### src/hdl/cstr_pkg.sv
// Shared types, constants and tables of the cubic stiffness rotation block.
package cstr_pkg;

  localparam int unsigned LIMB_W     = 32;
  localparam int unsigned RESULT_W   = 40;
  localparam int unsigned IDX_W      = 3;
  localparam int unsigned TERM_IW    = 5;
  localparam int unsigned OUT_DATA_W = 48;

  localparam logic [RESULT_W-1:0] SAT_POS = {1'b0, {(RESULT_W-1){1'b1}}};
  localparam logic [RESULT_W-1:0] SAT_NEG = {1'b1, {(RESULT_W-1){1'b0}}};

  localparam logic [IDX_W-1:0] VOIGT_FIRST_IDX = 3'd0;
  localparam logic [IDX_W-1:0] VOIGT_LAST_IDX  = 3'd5;

  // Configuration register indexes
  typedef logic [1:0] cfg_idx_t;
  localparam cfg_idx_t REG_ROT_ROW0 = 2'd0;
  localparam cfg_idx_t REG_ROT_ROW1 = 2'd1;
  localparam cfg_idx_t REG_ROT_ROW2 = 2'd2;

  // Tensor axis 0..2
  typedef logic [1:0] axis_t;

  // Modulus selector of one tensor term
  typedef logic [1:0] msel_t;
  localparam msel_t SEL_C11 = 2'd0;
  localparam msel_t SEL_C12 = 2'd1;
  localparam msel_t SEL_C44 = 2'd2;

  typedef logic [TERM_IW-1:0] term_idx_t;
  localparam term_idx_t FIRST_TERM = 5'd0;
  localparam term_idx_t LAST_TERM  = 5'd20;

  typedef struct packed {
    axis_t i;
    axis_t j;
    axis_t k;
    axis_t l;
    msel_t sel;
  } term_t;

  typedef struct packed {
    logic init_acc;
    logic load_term;
    logic step;
    logic last_pass;
    logic neg;
  } mac_ctrl_t;

  // Accumulator limbs: room for the full signed sum and for the rounded result
  function automatic int unsigned acc_limbs(input int unsigned frac_bits,
                                            input int unsigned mod_w);
    int unsigned need_a;
    int unsigned need_b;
    need_a = mod_w + 4*(frac_bits + 2) + 1;
    need_b = 4*frac_bits + RESULT_W + 1;
    return (((need_a > need_b) ? need_a : need_b) + LIMB_W - 1) / LIMB_W;
  endfunction

  // Width of a limb index into the accumulator
  function automatic int unsigned limb_idx_w(input int unsigned frac_bits,
                                             input int unsigned mod_w);
    return unsigned'($clog2(acc_limbs(frac_bits, mod_w)));
  endfunction

  // First tensor axis of a Voigt index
  function automatic axis_t voigt_first(input logic [IDX_W-1:0] v);
    axis_t a;
    unique case (v)
      3'd0:    a = 2'd0;
      3'd1:    a = 2'd1;
      3'd2:    a = 2'd2;
      3'd3:    a = 2'd1;
      default: a = 2'd0;
    endcase
    return a;
  endfunction

  // Second tensor axis of a Voigt index
  function automatic axis_t voigt_second(input logic [IDX_W-1:0] v);
    axis_t a;
    unique case (v)
      3'd0:    a = 2'd0;
      3'd1:    a = 2'd1;
      3'd2:    a = 2'd2;
      3'd3:    a = 2'd2;
      3'd4:    a = 2'd2;
      3'd5:    a = 2'd1;
      default: a = 2'd0;
    endcase
    return a;
  endfunction

  // Non-zero entries of the cubic tensor: normal-normal couplings, then shear pairs
  function automatic term_t term_at(input term_idx_t n);
    term_t t;
    unique case (n)
      5'd0:    t = '{2'd0, 2'd0, 2'd0, 2'd0, SEL_C11};
      5'd1:    t = '{2'd0, 2'd0, 2'd1, 2'd1, SEL_C12};
      5'd2:    t = '{2'd0, 2'd0, 2'd2, 2'd2, SEL_C12};
      5'd3:    t = '{2'd1, 2'd1, 2'd0, 2'd0, SEL_C12};
      5'd4:    t = '{2'd1, 2'd1, 2'd1, 2'd1, SEL_C11};
      5'd5:    t = '{2'd1, 2'd1, 2'd2, 2'd2, SEL_C12};
      5'd6:    t = '{2'd2, 2'd2, 2'd0, 2'd0, SEL_C12};
      5'd7:    t = '{2'd2, 2'd2, 2'd1, 2'd1, SEL_C12};
      5'd8:    t = '{2'd2, 2'd2, 2'd2, 2'd2, SEL_C11};
      5'd9:    t = '{2'd1, 2'd2, 2'd1, 2'd2, SEL_C44};
      5'd10:   t = '{2'd1, 2'd2, 2'd2, 2'd1, SEL_C44};
      5'd11:   t = '{2'd2, 2'd1, 2'd1, 2'd2, SEL_C44};
      5'd12:   t = '{2'd2, 2'd1, 2'd2, 2'd1, SEL_C44};
      5'd13:   t = '{2'd0, 2'd2, 2'd0, 2'd2, SEL_C44};
      5'd14:   t = '{2'd0, 2'd2, 2'd2, 2'd0, SEL_C44};
      5'd15:   t = '{2'd2, 2'd0, 2'd0, 2'd2, SEL_C44};
      5'd16:   t = '{2'd2, 2'd0, 2'd2, 2'd0, SEL_C44};
      5'd17:   t = '{2'd0, 2'd1, 2'd0, 2'd1, SEL_C44};
      5'd18:   t = '{2'd0, 2'd1, 2'd1, 2'd0, SEL_C44};
      5'd19:   t = '{2'd1, 2'd0, 2'd0, 2'd1, SEL_C44};
      5'd20:   t = '{2'd1, 2'd0, 2'd1, 2'd0, SEL_C44};
      default: t = '{2'd0, 2'd0, 2'd0, 2'd0, SEL_C11};
    endcase
    return t;
  endfunction

endpackage

### src/hdl/cubic_stiffness_rotation.sv
// Top level: rotates the cubic stiffness tensor and streams the 36 Voigt entries.
//
// One input transaction carries c11, c12 and c44 and yields 36 output transactions,
// Voigt row-major, the last one flagged with tlast. Each entry is the exact sum of the
// 21 non-zero rotated tensor terms, rounded to nearest (ties up) and saturated to 40
// bits. All arithmetic runs through one 32-by-18 limb multiplier and one 32-bit adder
// with a carry held between limbs, stepping one 32-bit limb per cycle. An entry is an
// initialising step, then for each of the 21 terms a load step and factor passes over
// L0, L1, L2 and NL limbs, where L0..L2 are the limb counts of the partial products and
// NL the accumulator limbs, then an emit step that holds while the output is stalled.
// The input is not ready until the last entry has been handed to the output register.
// Rotation rows are to be written through the configuration channel only while the block
// is idle; the block itself does not enforce this. They reset to the identity matrix.
module cubic_stiffness_rotation #(
  parameter int unsigned ROT_FRAC_BITS = 16,
  parameter int unsigned MODULUS_WIDTH = 32
) (
  input  logic                                   clk_i,
  input  logic                                   rst_ni,
  // tdata: modulus_c11, modulus_c12, modulus_c44
  input  logic                                   s_axis_tvalid,
  output logic                                   s_axis_tready,
  input  logic [((3*MODULUS_WIDTH+7)/8)*8-1:0]   s_axis_tdata,
  // tdata: voigt_row[2:0], voigt_col[5:3], stiffness_value[45:6], zero fill
  output logic                                   m_axis_tvalid,
  input  logic                                   m_axis_tready,
  output logic [cstr_pkg::OUT_DATA_W-1:0]        m_axis_tdata,
  output logic                                   m_axis_tlast,
  input  logic                                   cfg_valid_i,
  output logic                                   cfg_ready_o,
  input  cstr_pkg::cfg_idx_t                     cfg_index_i,
  input  logic [((3*(ROT_FRAC_BITS+2) < 64) ? 3*(ROT_FRAC_BITS+2) : 64)-1:0] cfg_data_i
);
  import cstr_pkg::*;

  localparam int unsigned EW      = ROT_FRAC_BITS + 2;
  localparam int unsigned RW3     = 3 * EW;
  localparam int unsigned REG_W   = (RW3 < 64) ? RW3 : 64;
  localparam int unsigned NEED_A  = MODULUS_WIDTH + 4*EW + 1;
  localparam int unsigned NEED_B  = 4*ROT_FRAC_BITS + RESULT_W + 1;
  localparam int unsigned NL      = ((NEED_A > NEED_B ? NEED_A : NEED_B) + LIMB_W - 1) / LIMB_W;
  localparam int unsigned LIMB_IW = $clog2(NL);
  // identity rows: one at the diagonal entry, truncated to the register
  localparam logic [REG_W-1:0] ID_ROW0 = REG_W'({{(RW3-1){1'b0}}, 1'b1} << (ROT_FRAC_BITS));
  localparam logic [REG_W-1:0] ID_ROW1 = REG_W'({{(RW3-1){1'b0}}, 1'b1} << (ROT_FRAC_BITS + EW));
  localparam logic [REG_W-1:0] ID_ROW2 =
    REG_W'({{(RW3-1){1'b0}}, 1'b1} << (ROT_FRAC_BITS + 2*EW));

  logic [REG_W-1:0]     rot0_q, rot1_q, rot2_q;
  mac_ctrl_t            mac_ctrl;
  logic [LIMB_IW-1:0]   limb;
  logic [EW-1:0]        factor;
  logic [MODULUS_WIDTH-1:0] load_mag;
  logic [RESULT_W-1:0]  value;
  logic                 out_free, out_load, out_last;
  logic [IDX_W-1:0]     out_row, out_col;
  logic                 out_valid_q;
  logic [OUT_DATA_W-1:0] out_data_q;
  logic                 out_last_q;

  assign cfg_ready_o = 1'b1;

  always_ff @(posedge clk_i or negedge rst_ni) begin
    if (!rst_ni) begin
      rot0_q <= ID_ROW0;
      rot1_q <= ID_ROW1;
      rot2_q <= ID_ROW2;
    end else if (cfg_valid_i) begin
      unique case (cfg_index_i)
        REG_ROT_ROW0: rot0_q <= cfg_data_i;
        REG_ROT_ROW1: rot1_q <= cfg_data_i;
        REG_ROT_ROW2: rot2_q <= cfg_data_i;
        default: ;
      endcase
    end
  end

  cstr_seq #(
    .ROT_FRAC_BITS (ROT_FRAC_BITS),
    .MODULUS_WIDTH (MODULUS_WIDTH)
  ) u_seq (
    .clk_i      (clk_i),
    .rst_ni     (rst_ni),
    .in_valid_i (s_axis_tvalid),
    .in_ready_o (s_axis_tready),
    .in_data_i  (s_axis_tdata[3*MODULUS_WIDTH-1:0]),
    .rot0_i     (rot0_q),
    .rot1_i     (rot1_q),
    .rot2_i     (rot2_q),
    .ctrl_o     (mac_ctrl),
    .limb_o     (limb),
    .factor_o   (factor),
    .load_mag_o (load_mag),
    .out_free_i (out_free),
    .out_load_o (out_load),
    .out_row_o  (out_row),
    .out_col_o  (out_col),
    .out_last_o (out_last)
  );

  cstr_mac #(
    .ROT_FRAC_BITS (ROT_FRAC_BITS),
    .MODULUS_WIDTH (MODULUS_WIDTH)
  ) u_mac (
    .clk_i      (clk_i),
    .ctrl_i     (mac_ctrl),
    .limb_i     (limb),
    .factor_i   (factor),
    .load_mag_i (load_mag),
    .value_o    (value)
  );

  assign out_free = !out_valid_q || m_axis_tready;

  always_ff @(posedge clk_i or negedge rst_ni) begin
    if (!rst_ni) begin
      out_valid_q <= 1'b0;
    end else if (out_load) begin
      out_valid_q <= 1'b1;
    end else if (m_axis_tready) begin
      out_valid_q <= 1'b0;
    end
  end

  always_ff @(posedge clk_i) begin
    if (out_load) begin
      out_data_q <= OUT_DATA_W'({value, out_col, out_row});
      out_last_q <= out_last;
    end
  end

  assign m_axis_tvalid = out_valid_q;
  assign m_axis_tdata  = out_data_q;
  assign m_axis_tlast  = out_last_q;

endmodule

### src/hdl/cstr_mac.sv
// Limb-serial multiply-accumulate unit with the wide accumulator and final rounding.
module cstr_mac #(
  parameter int unsigned ROT_FRAC_BITS = 16,
  parameter int unsigned MODULUS_WIDTH = 32
) (
  input  logic                                   clk_i,
  input  cstr_pkg::mac_ctrl_t                    ctrl_i,
  input  logic [cstr_pkg::limb_idx_w(ROT_FRAC_BITS, MODULUS_WIDTH)-1:0] limb_i,
  input  logic [ROT_FRAC_BITS+1:0]               factor_i,
  input  logic [MODULUS_WIDTH-1:0]               load_mag_i,
  output logic [cstr_pkg::RESULT_W-1:0]          value_o
);
  import cstr_pkg::*;

  localparam int unsigned EW      = ROT_FRAC_BITS + 2;
  localparam int unsigned NEED_A  = MODULUS_WIDTH + 4*EW + 1;
  localparam int unsigned NEED_B  = 4*ROT_FRAC_BITS + RESULT_W + 1;
  localparam int unsigned NL      = ((NEED_A > NEED_B ? NEED_A : NEED_B) + LIMB_W - 1) / LIMB_W;
  localparam int unsigned ACC_W   = NL * LIMB_W;
  localparam int unsigned SHIFT   = 4 * ROT_FRAC_BITS;
  localparam int unsigned HI_W    = ACC_W - SHIFT;
  // Accumulator starts at one half unit so that the final shift rounds to nearest
  localparam logic [ACC_W-1:0] ACC_INIT = ACC_W'(1) << (SHIFT - 1);

  logic [LIMB_W-1:0]   x_q   [NL];
  logic [LIMB_W-1:0]   acc_q [NL];
  logic [LIMB_W-1:0]   mcarry_q;
  logic                acarry_q;
  logic                neg_q;

  logic [2*LIMB_W-1:0] prod;
  logic [LIMB_W:0]     sum;
  logic [ACC_W-1:0]    mag_ext;
  logic [ACC_W-1:0]    acc_flat;
  logic [HI_W-1:0]     hi;
  logic                fits;

  always_comb begin
    prod = (2*LIMB_W)'(x_q[limb_i]) * (2*LIMB_W)'(factor_i) + (2*LIMB_W)'(mcarry_q);
    sum  = {1'b0, acc_q[limb_i]} + {1'b0, prod[LIMB_W-1:0] ^ {LIMB_W{neg_q}}}
           + (LIMB_W+1)'(acarry_q);
    mag_ext = ACC_W'(load_mag_i);
    for (int k = 0; k < NL; k++) begin
      acc_flat[k*LIMB_W +: LIMB_W] = acc_q[k];
    end
    hi   = acc_flat[ACC_W-1 -: HI_W];
    fits = (&hi[HI_W-1:RESULT_W-1]) | ~(|hi[HI_W-1:RESULT_W-1]);
    if (fits) begin
      value_o = hi[RESULT_W-1:0];
    end else begin
      value_o = hi[HI_W-1] ? SAT_NEG : SAT_POS;
    end
  end

  always_ff @(posedge clk_i) begin
    if (ctrl_i.init_acc) begin
      for (int k = 0; k < NL; k++) begin
        acc_q[k] <= ACC_INIT[k*LIMB_W +: LIMB_W];
      end
    end
    if (ctrl_i.load_term) begin
      for (int k = 0; k < NL; k++) begin
        x_q[k] <= mag_ext[k*LIMB_W +: LIMB_W];
      end
      mcarry_q <= '0;
      acarry_q <= ctrl_i.neg;
      neg_q    <= ctrl_i.neg;
    end else if (ctrl_i.step) begin
      mcarry_q <= prod[2*LIMB_W-1:LIMB_W];
      if (ctrl_i.last_pass) begin
        // add the finished product limb, negated for a negative term via invert and carry-in
        acc_q[limb_i] <= sum[LIMB_W-1:0];
        acarry_q      <= sum[LIMB_W];
      end else begin
        x_q[limb_i] <= prod[LIMB_W-1:0];
      end
    end
  end

endmodule

### src/hdl/cstr_seq.sv
// Sequencer: walks entries, tensor terms, factor passes and limbs for the shared unit.
module cstr_seq #(
  parameter int unsigned ROT_FRAC_BITS = 16,
  parameter int unsigned MODULUS_WIDTH = 32
) (
  input  logic                                   clk_i,
  input  logic                                   rst_ni,
  input  logic                                   in_valid_i,
  output logic                                   in_ready_o,
  input  logic [3*MODULUS_WIDTH-1:0]             in_data_i,
  input  logic [((3*(ROT_FRAC_BITS+2) < 64) ? 3*(ROT_FRAC_BITS+2) : 64)-1:0] rot0_i,
  input  logic [((3*(ROT_FRAC_BITS+2) < 64) ? 3*(ROT_FRAC_BITS+2) : 64)-1:0] rot1_i,
  input  logic [((3*(ROT_FRAC_BITS+2) < 64) ? 3*(ROT_FRAC_BITS+2) : 64)-1:0] rot2_i,
  output cstr_pkg::mac_ctrl_t                    ctrl_o,
  output logic [cstr_pkg::limb_idx_w(ROT_FRAC_BITS, MODULUS_WIDTH)-1:0] limb_o,
  output logic [ROT_FRAC_BITS+1:0]               factor_o,
  output logic [MODULUS_WIDTH-1:0]               load_mag_o,
  input  logic                                   out_free_i,
  output logic                                   out_load_o,
  output logic [cstr_pkg::IDX_W-1:0]             out_row_o,
  output logic [cstr_pkg::IDX_W-1:0]             out_col_o,
  output logic                                   out_last_o
);
  import cstr_pkg::*;

  localparam int unsigned EW      = ROT_FRAC_BITS + 2;
  localparam int unsigned RW3     = 3 * EW;
  localparam int unsigned REG_W   = (RW3 < 64) ? RW3 : 64;
  localparam int unsigned MW      = MODULUS_WIDTH;
  localparam int unsigned NEED_A  = MW + 4*EW + 1;
  localparam int unsigned NEED_B  = 4*ROT_FRAC_BITS + RESULT_W + 1;
  localparam int unsigned NL      = ((NEED_A > NEED_B ? NEED_A : NEED_B) + LIMB_W - 1) / LIMB_W;
  localparam int unsigned LIMB_IW = $clog2(NL);
  // limbs written by each of the first three factor passes
  localparam int unsigned L0      = (MW + 1*EW + LIMB_W - 1) / LIMB_W;
  localparam int unsigned L1      = (MW + 2*EW + LIMB_W - 1) / LIMB_W;
  localparam int unsigned L2      = (MW + 3*EW + LIMB_W - 1) / LIMB_W;
  localparam logic [1:0]  PASS_FIRST = 2'd0;
  localparam logic [1:0]  PASS_LAST  = 2'd3;

  typedef enum logic [4:0] {
    S_IDLE  = 5'b00001,
    S_ENTRY = 5'b00010,
    S_LOAD  = 5'b00100,
    S_MUL   = 5'b01000,
    S_EMIT  = 5'b10000
  } state_e;

  state_e             state_q, state_d;
  logic [IDX_W-1:0]   r_q, r_d, c_q, c_d;
  term_idx_t          n_q, n_d;
  logic [1:0]         pass_q, pass_d;
  logic [LIMB_IW-1:0] limb_q, limb_d, limb_last;
  logic               take_in;

  logic [MW-1:0]      mag_q  [3];
  logic               mneg_q [3];
  logic [MW-1:0]      in_mag [3];
  logic               in_neg [3];

  term_t              term;
  logic [EW-1:0]      ent_raw [4];
  logic [EW-1:0]      cur_ent;
  logic               term_neg;
  logic               mod_neg;

  function automatic logic [EW-1:0] pick_entry(input logic [REG_W-1:0] row0,
                                               input logic [REG_W-1:0] row1,
                                               input logic [REG_W-1:0] row2,
                                               input axis_t r, input axis_t c);
    logic [REG_W-1:0] row;
    logic [RW3-1:0]   ext;
    logic [EW-1:0]    e;
    unique case (r)
      2'd0:    row = row0;
      2'd1:    row = row1;
      default: row = row2;
    endcase
    // bits past the register read as zero
    ext = RW3'(row);
    unique case (c)
      2'd0:    e = ext[EW-1:0];
      2'd1:    e = ext[2*EW-1:EW];
      default: e = ext[3*EW-1:2*EW];
    endcase
    return e;
  endfunction

  always_comb begin
    for (int q = 0; q < 3; q++) begin
      in_neg[q] = in_data_i[q*MW + MW - 1];
      in_mag[q] = in_neg[q] ? (~in_data_i[q*MW +: MW]) + 1'b1 : in_data_i[q*MW +: MW];
    end
  end

  always_comb begin
    term = term_at(n_q);
    ent_raw[0] = pick_entry(rot0_i, rot1_i, rot2_i, voigt_first(r_q),  term.i);
    ent_raw[1] = pick_entry(rot0_i, rot1_i, rot2_i, voigt_second(r_q), term.j);
    ent_raw[2] = pick_entry(rot0_i, rot1_i, rot2_i, voigt_first(c_q),  term.k);
    ent_raw[3] = pick_entry(rot0_i, rot1_i, rot2_i, voigt_second(c_q), term.l);
    cur_ent  = ent_raw[pass_q];
    factor_o = cur_ent[EW-1] ? (~cur_ent) + 1'b1 : cur_ent;
    unique case (term.sel)
      SEL_C11: begin
        load_mag_o = mag_q[0];
        mod_neg    = mneg_q[0];
      end
      SEL_C12: begin
        load_mag_o = mag_q[1];
        mod_neg    = mneg_q[1];
      end
      default: begin
        load_mag_o = mag_q[2];
        mod_neg    = mneg_q[2];
      end
    endcase
    term_neg = mod_neg ^ ent_raw[0][EW-1] ^ ent_raw[1][EW-1]
               ^ ent_raw[2][EW-1] ^ ent_raw[3][EW-1];
    unique case (pass_q)
      2'd0:    limb_last = LIMB_IW'(L0 - 1);
      2'd1:    limb_last = LIMB_IW'(L1 - 1);
      2'd2:    limb_last = LIMB_IW'(L2 - 1);
      default: limb_last = LIMB_IW'(NL - 1);
    endcase
  end

  always_comb begin
    state_d    = state_q;
    r_d        = r_q;
    c_d        = c_q;
    n_d        = n_q;
    pass_d     = pass_q;
    limb_d     = limb_q;
    ctrl_o     = '0;
    in_ready_o = 1'b0;
    out_load_o = 1'b0;
    take_in    = 1'b0;
    unique case (state_q)
      S_IDLE: begin
        in_ready_o = 1'b1;
        if (in_valid_i) begin
          take_in = 1'b1;
          r_d     = VOIGT_FIRST_IDX;
          c_d     = VOIGT_FIRST_IDX;
          state_d = S_ENTRY;
        end
      end
      S_ENTRY: begin
        ctrl_o.init_acc = 1'b1;
        n_d             = FIRST_TERM;
        state_d         = S_LOAD;
      end
      S_LOAD: begin
        ctrl_o.load_term = 1'b1;
        ctrl_o.neg       = term_neg;
        pass_d           = PASS_FIRST;
        limb_d           = '0;
        state_d          = S_MUL;
      end
      S_MUL: begin
        ctrl_o.step      = 1'b1;
        ctrl_o.last_pass = (pass_q == PASS_LAST);
        if (limb_q == limb_last) begin
          limb_d = '0;
          if (pass_q == PASS_LAST) begin
            if (n_q == LAST_TERM) begin
              state_d = S_EMIT;
            end else begin
              n_d     = n_q + 1'b1;
              state_d = S_LOAD;
            end
          end else begin
            pass_d = pass_q + 2'd1;
          end
        end else begin
          limb_d = limb_q + 1'b1;
        end
      end
      S_EMIT: begin
        // hold until the output register can take the entry
        if (out_free_i) begin
          out_load_o = 1'b1;
          if (c_q == VOIGT_LAST_IDX) begin
            c_d = VOIGT_FIRST_IDX;
            if (r_q == VOIGT_LAST_IDX) begin
              state_d = S_IDLE;
            end else begin
              r_d     = r_q + 1'b1;
              state_d = S_ENTRY;
            end
          end else begin
            c_d     = c_q + 1'b1;
            state_d = S_ENTRY;
          end
        end
      end
      default: state_d = S_IDLE;
    endcase
  end

  assign limb_o     = limb_q;
  assign out_row_o  = r_q;
  assign out_col_o  = c_q;
  assign out_last_o = (r_q == VOIGT_LAST_IDX) && (c_q == VOIGT_LAST_IDX);

  always_ff @(posedge clk_i or negedge rst_ni) begin
    if (!rst_ni) begin
      state_q <= S_IDLE;
      r_q     <= '0;
      c_q     <= '0;
      n_q     <= '0;
      pass_q  <= '0;
      limb_q  <= '0;
    end else begin
      state_q <= state_d;
      r_q     <= r_d;
      c_q     <= c_d;
      n_q     <= n_d;
      pass_q  <= pass_d;
      limb_q  <= limb_d;
    end
  end

  always_ff @(posedge clk_i) begin
    if (take_in) begin
      for (int q = 0; q < 3; q++) begin
        mag_q[q]  <= in_mag[q];
        mneg_q[q] <= in_neg[q];
      end
    end
  end

endmodule

### config.mk
export PLATFORM = sky130hd
export DESIGN_NAME = cubic_stiffness_rotation
export DESIGN_NICKNAME = d
export VERILOG_FILES = /design/src/hdl/cstr_pkg.sv /design/src/hdl/cubic_stiffness_rotation.sv /design/src/hdl/cstr_mac.sv /design/src/hdl/cstr_seq.sv
export SDC_FILE = /design/constraint.sdc
export NUM_CORES = 2
export LEC_CHECK = 0
export ABC_AREA = 1
export BUFFER_PORTS_ARGS = -buffer_cell sky130_fd_sc_hd__buf_2
export CAP_MARGIN = 20
export CORE_UTILIZATION = 50
export DETAILED_ROUTE_END_ITERATION = 10
export MAX_ROUTING_LAYER = met4
export PLACE_DENSITY = 0.74
export SLEW_MARGIN = 5
export SYNTH_ARGS = -nofsm -noshare
export SYNTH_HDL_FRONTEND = slang
export SYNTH_SLANG_ARGS = --single-unit
### constraint.sdc
create_clock -name clk_i -period 12.8 [get_ports clk_i]
set_input_delay 3.84 -clock clk_i [delete_from_list [all_inputs] [get_ports clk_i]]
set_output_delay 3.84 -clock clk_i [all_outputs]
set_load 0.1 [all_outputs]
==> results.md <==
* Finished Core Util at between 50% and 60%
* Worst-path clk slew at roughly 60 ps
* I/O Pins at between 200 and 250
* Slew margin rel. at 18.1%
* Critical Path RT at about 13000 ps
* Layout cells sized above 1 at 8.39%
* Crit-path most repeated cell: inv_1
* Total CTS buffers at 71
* CTS max path bufs at 3
* Synth warn at 0
* Fill cells at around 10000
* Drc violations at 0
* Final setup fails at 0
* Root buf cell: clkbuf_16
* RSZ-0062 raised after global routing: false
* Site Rows at 120
* Hold Crit Class: flop to flop
* Vias per inst at around 5.7
* Total grt overflow at 0
* Sequential share of the synthesized area at 31.4%
* Starting DRT DRC Count at 6177
* Die width at 332 um
* Unique masters post-synth at 68
* Clock Sinks at around 600
* Fin. max-slew vios at 0
* Gate Count Post-Synth at 6824
* Synth Cell Area at around 54000 um2
* GRT Total Usage at between 30% and 40%
* Setup tns final at 0 ps
* H-tree depth at 3
* First-pass GRT wire length at 287000 um
* Wirelength per Cell at between 20 and 25 um
* Fin crit share at between 90% and 100%
* Antenna violations before repair at 6
* Clock skew at 41.7 ps
* Via count at 48457
* Placer congestion estimate at slightly above 1
* Post-synth EDFFs at between 400 and 500
* Post-synthesis average cell area at 7.98 um2
* Post-DP Area at 57200 um2
* Post-route ant nets at 0
* Post-synth ARST share at between 30 and 40%
* Kind of critical path: flop to flop
* Dominant synthesized flop cell: edfxtp_1
* CP Launch Type: flop
* IO Port Bufs at between 200 and 250
* Die area at about 110000 um2
* Critical path buffers and inverters at 12
* Drt total wl at ~190000 um
* DR pass1 iterations at 7
* Area grow syn2layout at 9.66%
* Design Area, Final at approximately 60000 um2
* Critical-path maximum fanout at 19
* CTS tree: yes
* Post-CTS Setup Bufs at 0
* Post-detail-place hpwl at ~140000 um
* Slowest Stage Delay on Critical Path at 860 ps
* Final hold vios at 0
* Hold buffers post-CTS at 0
* Largest net degree at the start of global routing at approximately 120
* Core area at around 110000 um2
* Clock period minus worst slack at ~12000 ps
* Fmax at 0.0821 GHz
* Die H at 332 um
* Critical path arrival at around 13000 ps
* Starting Density at 50.6%
* Worst path slowest cell: nor2_2
* Worst-Skew Late Latency at between 600 and 700 ps
* Worst setup EP type: flop
* Post-CTS sizing at 0
* Seq cells post-synth at between 600 and 700
* Slew @ Worst Pin at 1230 ps
* Max_cap viols at 0
* Vias in the first global route at 48438
* Outcome: finished clean
* Top cell family by delay on the critical path: adder cells
* Post-layout nets at slightly below 8000
[cell usage after synthesis, types with 16 or more instances]
| cell | instances | area share (%) |
|---|---|---|
| buf_2 | 99 | 0.91 |
| nor3_1 | 39 | 0.36 |
| a22oi_1 | 44 | 0.61 |
| a21boi_0 | 22 | 0.30 |
| clkbuf_1 | 153 | 1.1 |
| o21ai_0 | 398 | 3.7 |
| nand4_1 | 56 | 0.64 |
| edfxtp_1 | 404 | 22 |
| buf_4 | 26 | 0.36 |
| inv_1 | 1213 | 8.4 |
| a221oi_1 | 23 | 0.37 |
| buf_1 | 18 | 0.12 |
| nor4_1 | 20 | 0.23 |
| nor2_1 | 789 | 5.4 |
| fa_1 | 500 | 18 |
| o211ai_1 | 17 | 0.23 |
| ha_1 | 202 | 4.6 |
| nand2_1 | 1559 | 11 |
| o221ai_1 | 34 | 0.55 |
| a31oi_1 | 21 | 0.24 |
| dfrtp_1 | 179 | 8.2 |
| xor2_1 | 126 | 2.0 |
| o22ai_1 | 97 | 1.1 |
| xnor2_1 | 59 | 0.95 |
| dfxtp_1 | 19 | 0.70 |
| a21oi_1 | 180 | 1.7 |
| nand3_1 | 360 | 3.3 |
| or2_2 | 16 | 0.18 |
[cells by family (layout without fill, tap and decap cells)]
| family | count (synthesis) | count (layout) | synth area share, % |
|---|---|---|---|
| AO/OA/AOI/OAI | 900 | 900 | 9.69 |
| XOR/XNOR | 185 | 185 | 2.98 |
| adder cells (fa/ha/maj) | 702 | 702 | 23.0 |
| buffers and inverters | 1541 | 1738 | 11.2 |
| flip-flops | 606 | 606 | 31.4 |
| other | 2 | 7 | 0.0138 |
| AND/OR/NAND/NOR | 2888 | 2889 | 21.7 |
[through the flow]
step,setup slack (ps),hold WS (ps),std cells
after detailed placement,875,474,8295
after global routing,0.585,502,8429
after global placement,1040,466,8294
final,619,485,8430
after CTS,817,488,8421
after floorplan,3430,424,6825
[layer usage]
metal,track usage [%],vias to the layer above,wire (um)
li1,-,21800,-
met1,46.7,23373,74400
met2,52.1,2829,82300
met3,7.84,455,22000
met4,12.7,0,7510
met5,-,-,0
[layout make-up]
type	instances	area [um2]	area share, %
Sequential cell	606	17100	28.6
Clock inverter	36	438	0.734
Timing Repair Buffer	377	2400	4.02
Inverter	1235	4640	7.77
Clock buffer	90	1890	3.16
Multi-Input combinational cell	4679	31500	52.7
Tap cell	1403	1760	2.94
Antenna cell	4	10.0	0.0168
[cells in the final DEF (no fill, tap or decap), types with 168 or more instances in the layout]
cell / instances
nor2_1: 784
buf_2: 204
edfxtp_1: 404
o21ai_0: 396
dfrtp_1: 179
nand2_1: 1554
fa_1: 500
nand3_1: 359
a21oi_1: 178
inv_1: 1211
ha_1: 201
buf_4: 168
[tightest hold or removal path: cells and delay by family (launching register included)]
family	cells	cell delay (ps)
AO/OA/AOI/OAI	1	60
AND/OR/NAND/NOR	1	50
flip-flops	1	340
[path summary, 6_finish.rpt]
check / end / slack, ps / start / cells past startpoint
setup / recovery: u_mac.acc_q[1][30]$_SDFFCE_PN0P_ / 620 / u_seq.out_row_o[1]$_DFFE_PN0P_ / 51
hold / removal: rot1_q[10]$_DFFE_PN0P_ / 480 / rot1_q[10]$_DFFE_PN0P_ / 2
setup reg to reg: u_mac.acc_q[1][30]$_SDFFCE_PN0P_ / 620 / u_seq.out_row_o[1]$_DFFE_PN0P_ / 51
hold reg to reg: rot1_q[10]$_DFFE_PN0P_ / 480 / rot1_q[10]$_DFFE_PN0P_ / 2
max in group asynchronous: rot0_q[18]$_DFFE_PN0P_ / 8020 / rst_ni / 2
min in group asynchronous: rot0_q[45]$_DFFE_PN0P_ / 3330 / rst_ni / 1
[registers in the layout, summed over array words and instances (netlist names), 19 cells and up]
register / flops
u_mac.acc_q: 128
rot2_q: 54
m_axis_tdata: 46
u_mac.x_q: 128
rot1_q: 54
u_mac.mcarry_q: 19
u_seq.mag_q: 96
rot0_q: 54
Power is not shown: default switching activity piles up to over one toggle a cycle in this logic, so the estimate is an artifact.
